[src/rtl/rfc_pkg.sv]
// shared types and constants for the rail fence cipher block
`timescale 1ns / 1ps

package rfc_pkg;

  localparam int MAX_LEN   = 64;
  localparam int MAX_RAILS = 16;
  localparam int ADDR_W    = $clog2(MAX_LEN);
  localparam int CNT_W     = ADDR_W + 1;
  localparam int RAILS_W   = 5;
  localparam int CFG_IDX_W = 1;
  localparam int CFG_W     = 5;
  localparam int Q_DEPTH   = 4;
  localparam int Q_PTR_W   = $clog2(Q_DEPTH);

  localparam logic [CFG_IDX_W-1:0] REG_RAILS = 1'd0;
  localparam logic [CFG_IDX_W-1:0] REG_MODE  = 1'd1;

  localparam logic MODE_ENCRYPT = 1'b0;
  localparam logic MODE_DECRYPT = 1'b1;

  typedef struct packed {
    logic [7:0] data_byte;
    logic       end_of_message;
  } in_beat_t;

  typedef struct packed {
    logic [7:0] out_byte;
    logic       last_out;
    logic       overflow;
  } out_beat_t;

  // classified input beat handed from the front to the back
  typedef struct packed {
    logic [7:0]        data;
    logic [ADDR_W-1:0] addr;
    logic              keep;
    logic              eom;
    logic [CNT_W-1:0]  len;
    logic              ovf;
  } cmd_t;

endpackage

[src/rtl/rail_fence_cipher_top.sv]
// rail fence cipher: buffers a message, then emits its zigzag transposition
// load: one byte per cycle while the queue has room, into the message store via a four-beat queue
// emit: after the end-of-message beat is taken, each result takes a store read, then an
// output register load, and is held while out_stall is high; decrypt first adds a dealing
// pass per byte (store read, then write into the plain buffer) before emission
// reset clears counters, queue, control and config (3 rails, encrypt); store is not cleared
`timescale 1ns / 1ps

module rail_fence_cipher_top (
  input  logic                               clk,
  input  logic                               rst,
  input  logic                               in_valid,
  output logic                               in_stall,
  input  rfc_pkg::in_beat_t                  in_data,
  output logic                               out_valid,
  input  logic                               out_stall,
  output rfc_pkg::out_beat_t                 out_data,
  input  logic                               cfg_write,
  input  logic [rfc_pkg::CFG_IDX_W-1:0]      cfg_index,
  input  logic [rfc_pkg::CFG_W-1:0]          cfg_data
);

  logic [rfc_pkg::RAILS_W-1:0] rails;
  logic                        mode;
  logic                        q_full;
  logic                        q_push;
  logic                        q_pop;
  logic                        q_not_empty;
  rfc_pkg::cmd_t               q_cmd;
  rfc_pkg::cmd_t               q_head;

  always_ff @(posedge clk) begin
    if (rst) begin
      rails <= rfc_pkg::RAILS_W'(3);
      mode  <= rfc_pkg::MODE_ENCRYPT;
    end else if (cfg_write) begin
      unique case (cfg_index)
        rfc_pkg::REG_RAILS: rails <= cfg_data;
        rfc_pkg::REG_MODE:  mode  <= cfg_data[0];
        default: ;
      endcase
    end
  end

  rfc_front u_front (
    .clk      (clk),
    .rst      (rst),
    .in_valid (in_valid),
    .in_stall (in_stall),
    .in_data  (in_data),
    .q_full   (q_full),
    .q_push   (q_push),
    .q_cmd    (q_cmd)
  );

  rfc_queue u_queue (
    .clk       (clk),
    .rst       (rst),
    .push      (q_push),
    .push_cmd  (q_cmd),
    .full      (q_full),
    .pop       (q_pop),
    .not_empty (q_not_empty),
    .head      (q_head)
  );

  rfc_back u_back (
    .clk         (clk),
    .rst         (rst),
    .q_not_empty (q_not_empty),
    .q_head      (q_head),
    .q_pop       (q_pop),
    .rails       (rails),
    .mode        (mode),
    .out_valid   (out_valid),
    .out_stall   (out_stall),
    .out_data    (out_data)
  );

endmodule

[src/rtl/rfc_front.sv]
// front end: takes input beats, assigns store addresses and tracks overflow
`timescale 1ns / 1ps

module rfc_front (
  input  logic             clk,
  input  logic             rst,
  input  logic             in_valid,
  output logic             in_stall,
  input  rfc_pkg::in_beat_t in_data,
  input  logic             q_full,
  output logic             q_push,
  output rfc_pkg::cmd_t    q_cmd
);

  logic [rfc_pkg::CNT_W-1:0] count;
  logic [rfc_pkg::CNT_W-1:0] count_next;
  logic                      ovf;
  logic                      ovf_next;
  logic                      keep;

  assign in_stall = q_full;
  assign q_push   = in_valid && !q_full;
  assign keep     = count < rfc_pkg::CNT_W'(rfc_pkg::MAX_LEN);

  always_comb begin
    count_next     = keep ? count + 1'b1 : count;
    ovf_next       = ovf || !keep;
    q_cmd.data     = in_data.data_byte;
    q_cmd.addr     = count[rfc_pkg::ADDR_W-1:0];
    q_cmd.keep     = keep;
    q_cmd.eom      = in_data.end_of_message;
    q_cmd.len      = count_next;
    q_cmd.ovf      = ovf_next;
  end

  always_ff @(posedge clk) begin
    if (rst) begin
      count <= '0;
      ovf   <= 1'b0;
    end else if (q_push) begin
      if (in_data.end_of_message) begin
        count <= '0;
        ovf   <= 1'b0;
      end else begin
        count <= count_next;
        ovf   <= ovf_next;
      end
    end
  end

endmodule

[src/rtl/rfc_queue.sv]
// short queue of classified beats between front and back
`timescale 1ns / 1ps

module rfc_queue (
  input  logic          clk,
  input  logic          rst,
  input  logic          push,
  input  rfc_pkg::cmd_t push_cmd,
  output logic          full,
  input  logic          pop,
  output logic          not_empty,
  output rfc_pkg::cmd_t head
);

  rfc_pkg::cmd_t                entries [rfc_pkg::Q_DEPTH];
  logic [rfc_pkg::Q_PTR_W-1:0] wr_ptr;
  logic [rfc_pkg::Q_PTR_W-1:0] rd_ptr;
  logic [rfc_pkg::Q_PTR_W:0]   fill;
  logic                        do_pop;

  assign full      = fill == (rfc_pkg::Q_PTR_W+1)'(rfc_pkg::Q_DEPTH);
  assign not_empty = fill != '0;
  assign head      = entries[rd_ptr];
  assign do_pop    = pop && not_empty;

  always_ff @(posedge clk) begin
    if (push) begin
      entries[wr_ptr] <= push_cmd;
    end
  end

  always_ff @(posedge clk) begin
    if (rst) begin
      wr_ptr <= '0;
      rd_ptr <= '0;
      fill   <= '0;
    end else begin
      if (push) begin
        wr_ptr <= wr_ptr + 1'b1;
      end
      if (do_pop) begin
        rd_ptr <= rd_ptr + 1'b1;
      end
      if (push && !do_pop) begin
        fill <= fill + 1'b1;
      end else if (!push && do_pop) begin
        fill <= fill - 1'b1;
      end
    end
  end

endmodule

[src/rtl/rfc_back.sv]
// back end: message store, zigzag walk and result emission
`timescale 1ns / 1ps

module rfc_back (
  input  logic                        clk,
  input  logic                        rst,
  input  logic                        q_not_empty,
  input  rfc_pkg::cmd_t               q_head,
  output logic                        q_pop,
  input  logic [rfc_pkg::RAILS_W-1:0] rails,
  input  logic                        mode,
  output logic                        out_valid,
  input  logic                        out_stall,
  output rfc_pkg::out_beat_t          out_data
);

  localparam logic [2:0] S_LOAD = 3'd0;
  localparam logic [2:0] S_DRD  = 3'd1;
  localparam logic [2:0] S_DWR  = 3'd2;
  localparam logic [2:0] S_RD   = 3'd3;
  localparam logic [2:0] S_OUT  = 3'd4;

  localparam int CW = rfc_pkg::CNT_W;
  localparam int RW = rfc_pkg::RAILS_W;
  localparam int AW = rfc_pkg::ADDR_W;

  logic [7:0]    store [rfc_pkg::MAX_LEN];
  logic [7:0]    plain [rfc_pkg::MAX_LEN];
  logic [7:0]    st_q;
  logic [7:0]    pl_q;
  logic [AW-1:0] st_addr;

  logic [2:0]    state;
  logic [CW-1:0] len;
  logic          ovf;
  logic [RW-1:0] nr;
  logic          dec;
  logic [RW-1:0] rail;
  logic [CW-1:0] pos;
  logic          ph;
  logic [CW-1:0] k;

  logic [RW-1:0] nr_sat;
  logic [CW-1:0] period;
  logic [CW-1:0] step;
  logic [CW-1:0] sum;
  logic [RW-1:0] rail_next;
  logic [CW-1:0] pos_next;
  logic          ph_next;
  logic          last_k;
  logic          out_free;

  // zero rails acts as one, large counts saturate
  always_comb begin
    if (rails == '0) begin
      nr_sat = RW'(1);
    end else if (rails > RW'(rfc_pkg::MAX_RAILS)) begin
      nr_sat = RW'(rfc_pkg::MAX_RAILS);
    end else begin
      nr_sat = rails;
    end
  end

  // next zigzag position: a single rail steps by one, edge rails step a full period, middle rails alternate
  always_comb begin
    period = {CW'(nr - 1'b1)} << 1;
    if (nr == RW'(1)) begin
      step = CW'(1);
    end else if (rail == '0 || rail == nr - 1'b1) begin
      step = period;
    end else if (ph) begin
      step = CW'({rail, 1'b0});
    end else begin
      step = period - CW'({rail, 1'b0});
    end
    sum = pos + step;
    if (sum >= len) begin
      rail_next = rail + 1'b1;
      pos_next  = CW'(rail + 1'b1);
      ph_next   = 1'b0;
    end else begin
      rail_next = rail;
      pos_next  = sum;
      ph_next   = !ph;
    end
  end

  assign last_k   = k == len - 1'b1;
  assign out_free = !out_valid || !out_stall;
  assign q_pop    = (state == S_LOAD) && q_not_empty;
  assign st_addr  = (state == S_DRD) ? k[AW-1:0] : pos[AW-1:0];

  always_ff @(posedge clk) begin
    if (q_pop && q_head.keep) begin
      store[q_head.addr] <= q_head.data;
    end
    st_q <= store[st_addr];
    if (state == S_DWR) begin
      plain[pos[AW-1:0]] <= st_q;
    end
    pl_q <= plain[k[AW-1:0]];
  end

  always_ff @(posedge clk) begin
    if (rst) begin
      state     <= S_LOAD;
      out_valid <= 1'b0;
      len       <= '0;
      ovf       <= 1'b0;
      nr        <= RW'(1);
      dec       <= rfc_pkg::MODE_ENCRYPT;
      rail      <= '0;
      pos       <= '0;
      ph        <= 1'b0;
      k         <= '0;
    end else begin
      // in the output state the beat register is handled below
      if (out_valid && !out_stall && state != S_OUT) begin
        out_valid <= 1'b0;
      end
      unique case (state)
        S_LOAD: begin
          if (q_pop && q_head.eom) begin
            len   <= q_head.len;
            ovf   <= q_head.ovf;
            nr    <= nr_sat;
            dec   <= mode;
            rail  <= '0;
            pos   <= '0;
            ph    <= 1'b0;
            k     <= '0;
            state <= (mode == rfc_pkg::MODE_DECRYPT) ? S_DRD : S_RD;
          end
        end
        S_DRD: begin
          state <= S_DWR;
        end
        S_DWR: begin
          rail <= rail_next;
          pos  <= pos_next;
          ph   <= ph_next;
          if (last_k) begin
            k     <= '0;
            state <= S_RD;
          end else begin
            k     <= k + 1'b1;
            state <= S_DRD;
          end
        end
        S_RD: begin
          state <= S_OUT;
        end
        S_OUT: begin
          if (out_free) begin
            out_valid         <= 1'b1;
            out_data.out_byte <= dec ? pl_q : st_q;
            out_data.last_out <= last_k;
            out_data.overflow <= ovf;
            k                 <= k + 1'b1;
            if (!dec) begin
              rail <= rail_next;
              pos  <= pos_next;
              ph   <= ph_next;
            end
            state <= last_k ? S_LOAD : S_RD;
          end
        end
        default: begin
          state <= S_LOAD;
        end
      endcase
    end
  end

endmodule
[config.mk]
export PLATFORM = sky130hd
export DESIGN_NAME = rail_fence_cipher_top
export DESIGN_NICKNAME = d
export VERILOG_FILES = /design/src/rtl/rfc_pkg.sv /design/src/rtl/rail_fence_cipher_top.sv /design/src/rtl/rfc_front.sv /design/src/rtl/rfc_queue.sv /design/src/rtl/rfc_back.sv
export SDC_FILE = /design/constraint.sdc
export NUM_CORES = 1
export LEC_CHECK = 0
export ABC_CLOCK_PERIOD_IN_PS = 5000
export BUFFER_PORTS_ARGS = -buffer_cell sky130_fd_sc_hd__buf_2
export CORE_UTILIZATION = 35
export DETAILED_ROUTE_END_ITERATION = 16
export GPL_ROUTABILITY_DRIVEN = 0
export SETUP_SLACK_MARGIN = 0.4
export SLEW_MARGIN = 20
export SYNTH_ARGS = -nofsm -noshare
export SYNTH_HDL_FRONTEND = slang
export SYNTH_SLANG_ARGS = --single-unit
[constraint.sdc]
create_clock -name clk -period 5 [get_ports clk]
set_input_delay 0.25 -clock clk [delete_from_list [all_inputs] [get_ports clk]]
set_output_delay 0.25 -clock clk [all_outputs]
set_load 0.03 [all_outputs]
==> results_dict.tcl <==
set metrics [dict create \
    run_status "finished, final reports clean" \
    synth_area_leaders "edfxtp_1, mux4_2, dfxtp_1, nand2_1, mux2i_1" \
    layout_commonest_cell "edfxtp_1" \
    rows 136 \
    tightest_slew_ns 1.09 \
    die_h_um 374 \
    drt-pass1-iter-count 5 \
    finalPower_mw 28.3 \
    async_flop_share_pct 0 \
    min_from "rst" \
    dpl.hpwl_mm 67.3 \
    worstPathMaxFanout 4 \
    ys_warn_count 0 \
    synth.distinct_cells 70 \
    placed_area_mm2 0.0508 \
    routed_wirelength_mm 114 \
    worstRegToRegCells 20 \
    hold_path_class "primary input to flip-flop" \
    cpPeakStageDelay_ns 0.55 \
    via_per_inst 5.27 \
    grt_overflow 0 \
    tns_ns 0 \
    slew_headroom_pct 26.9 \
    pwr_density_cell_mw_per_mm2 512 \
    cts_root_buffer "clkbuf_16" \
    synthCells 2972 \
    maxSlewViolCount 0 \
    path_class "flip-flop to flip-flop" \
    cts.path.max_buffers 3 \
    drc 0 \
    drive_above_1_share_pct 17.8 \
    fin_crit_ns 4.56 \
    cp_slowest_cell "fa_2" \
    worstHoldPathCells 3 \
    ys_ff_latch 1207 \
    fmax_mhz 219 \
    antenna_found_initial 1 \
    design_area_mm2 0.0554 \
    setup-violations-final 0 \
    r2r_end "u_back.rail[4]" \
    required_ns 5.66 \
    final_cell_mix "edfxtp_1, nand2_1, nor2_1" \
    ir_drop_v 0.000383 \
    clkSinkCount 1207 \
    clk_latency_ns 0.75 \
    drt-wirelength-per-cell_um 22.9 \
    maxCapViolCount 0 \
    htreeDepth 4 \
    clock_skew_ns 0.0282 \
    arrival_ns 5.22 \
    core_mm2 0.137 \
    path_clk_slew_ns 0.06 \
    final_antenna_net_count 0 \
    grt_pass1_wl_mm 170 \
    vias 26201 \
    cts_tree "yes" \
    synth_top_area_share_pct 70.1 \
    cp-end-kind "flip-flop" \
    hold_end "u_back.state[1]" \
    reg2reg_from "u_back.nr[0]" \
    drt_iter0_drc 2489 \
    track_usage_pct 16.2 \
    p_leak_nw 17.7 \
    synthesis.nets 3025 \
    ios 32 \
    synth-edff-count 1130 \
    die_w_um 374 \
    syn-cell-area_mm2 0.0484 \
    path_buf_inv 4 \
    nNetsFinal 3133 \
    die_area_mm2 0.140 \
    syn2layout_area_growth_pct 14.5 \
    grt_max_degree 73 \
    rsz0062_at_grt "true" \
    avgSynthCellArea_um2 16.3 \
    start_kind "flip-flop" \
    initial_utilization_pct 35.2 \
    grt_pass1_vias 25868 \
    port_buffers 31 \
    seq_area_frac_synth_pct 73.3 \
    hold_viol_final 0 \
    synth_top_cell_by_area "edfxtp_1" \
    cts_buffers 130 \
    cpLargestDelayFamily "compound AO/OA/AOI/OAI gates" \
    synth_ff_type "edfxtp_1" \
    rrSetupSlack_ns 0.44 \
    cp_cell_sequence "buf_4 -> buf_4 -> ha_1 -> fa_2 -> nor2_1 -> a211oi_2 -> a211oi_2 -> ha_1 -> nor2b_4 -> o31a_1 -> o21a_2 -> o21ai_2 -> o31ai_4 -> xnor2_1 -> ha_1 -> a31oi_4 -> buf_6 -> buf_4 -> o31a_1 -> a311oi_1" \
    fin_crit_sh_pct 91.2 \
]
## what timing repair did
action / in CTS / in global routing
setup endpoints to repair: 13 / 13
hold endpoints to repair: 60 / 0
pin swaps: 4 / 41
hold buffers: 30 / 0
resized for setup: 9 / 53
setup buffers: 1 / 10
## routing by layer
metal,vias to the layer above,global-route usage (%),routed length (um)
met1,13452,22.2,49200
met5,-,0,13
met4,2,5.46,2990
met3,171,2.94,6960
met2,862,25.9,54600
li1,11714,-,-
## worst max path at each step
stage / slack, ns / endpoint / start / depth (start not counted)
global route: 0.32 / u_back.pos[4] / u_back.nr[1] / 23
CTS: 0.38 / u_back.pos[4] / u_back.nr[1] / 23
finish: 0.44 / u_back.rail[4] / u_back.nr[0] / 20
global placement: 0.20 / u_back.pos[2] / u_back.nr[0] / 20
floorplan: 0.44 / u_back.pos[2] / u_back.nr[0] / 22
detailed placement: 0.17 / u_back.pos[5] / u_back.nr[0] / 21
## cell usage after synthesis (all sizes together) (11+ instances only)
| cell type | count |
|---|---|
| a211oi | 38 |
| a21oi | 74 |
| a31oi | 48 |
| and2 | 30 |
| and3 | 18 |
| buf | 85 |
| clkbuf | 69 |
| dfxtp | 77 |
| edfxtp | 1130 |
| ha | 30 |
| inv | 33 |
| mux2 | 37 |
| mux2i | 87 |
| mux4 | 183 |
| nand2 | 402 |
| nand2b | 11 |
| nand3 | 134 |
| nand4 | 11 |
| nor2 | 223 |
| nor2b | 19 |
| nor3 | 11 |
| o21ai | 21 |
| o22ai | 16 |
| or4 | 14 |
| xnor2 | 18 |
| xor2 | 19 |
## tightest hold or removal path, cell delays in order
cell	delay [ns]
buf_2	0.26
a221o_1	0.19
o22ai_1	0.09
## power by group
| group | internal (mW) | switching (mW) |
|---|---|---|
| clock | 5.07 | 3.95 |
| combinational | 2.20 | 4.19 |
| sequential | 12.7 | 0.289 |
| total | 19.9 | 8.43 |
## area by class of cell
class / count / area (um^2)
repair buffers: 130 / 1100
fillers: 12170 / 81900
clock inverters: 52 / 479
flip-flops and latches: 1207 / 35500
inverters: 34 / 133
multi-input cells: 1577 / 12400
clock buffers: 178 / 3510
well taps: 1794 / 2240
diodes: 1 / 2.50
## per-stage QoR
stage	worst slack [ns]	hold WS (ns)	utilization (%)	cells
global route	0.321	0.105	40.4	4972
detailed placement	0.167	0.464	37.0	4701
global placement	0.198	0.455	37.0	4701
CTS	0.381	0.0681	40.1	4962
finish	0.439	0.0959	40.4	4973
floorplan	0.438	0.349	-	2972
## cell families (layout without fill, tap and decap cells)
| logic type | after synthesis | in the layout | synth area share, % |
|---|---|---|---|
| flip-flops | 1207 | 1207 | 73.3 |
| AND/OR/NAND/NOR | 928 | 928 | 8.60 |
| multiplexers | 307 | 307 | 11.2 |
| AO/OA/AOI/OAI | 272 | 272 | 3.72 |
| buffers and inverters | 188 | 394 | 1.64 |
| XOR/XNOR | 37 | 37 | 0.670 |
| adder cells (fa/ha/maj) | 33 | 33 | 0.900 |
| other | 0 | 1 | 0 |
## state kept, by name, indices dropped and copies added (netlist names), named ones only
| register | cells |
|---|---|
| u_back.pos | 7 |
| u_back.rail | 5 |
| u_back.st_q | 8 |
| u_back.k | 7 |
| mode | 1 |
| u_back.dec | 1 |
| u_back.state | 3 |
| u_back.ovf | 1 |
| u_front.ovf | 1 |
| u_back.plain | 512 |
| u_queue.entries | 96 |
| u_back.pl_q | 8 |
| u_back.ph | 1 |
| u_back.len | 7 |
| rails | 5 |
| u_back.nr | 5 |
| u_queue.rd_ptr | 2 |
| u_back.out_valid | 1 |
| u_queue.wr_ptr | 2 |
| u_queue.fill | 3 |
| u_front.count | 7 |
| u_back.out_data | 10 |
| u_back.store | 512 |
No activity file was read; power rests on OpenSTA's default activity.
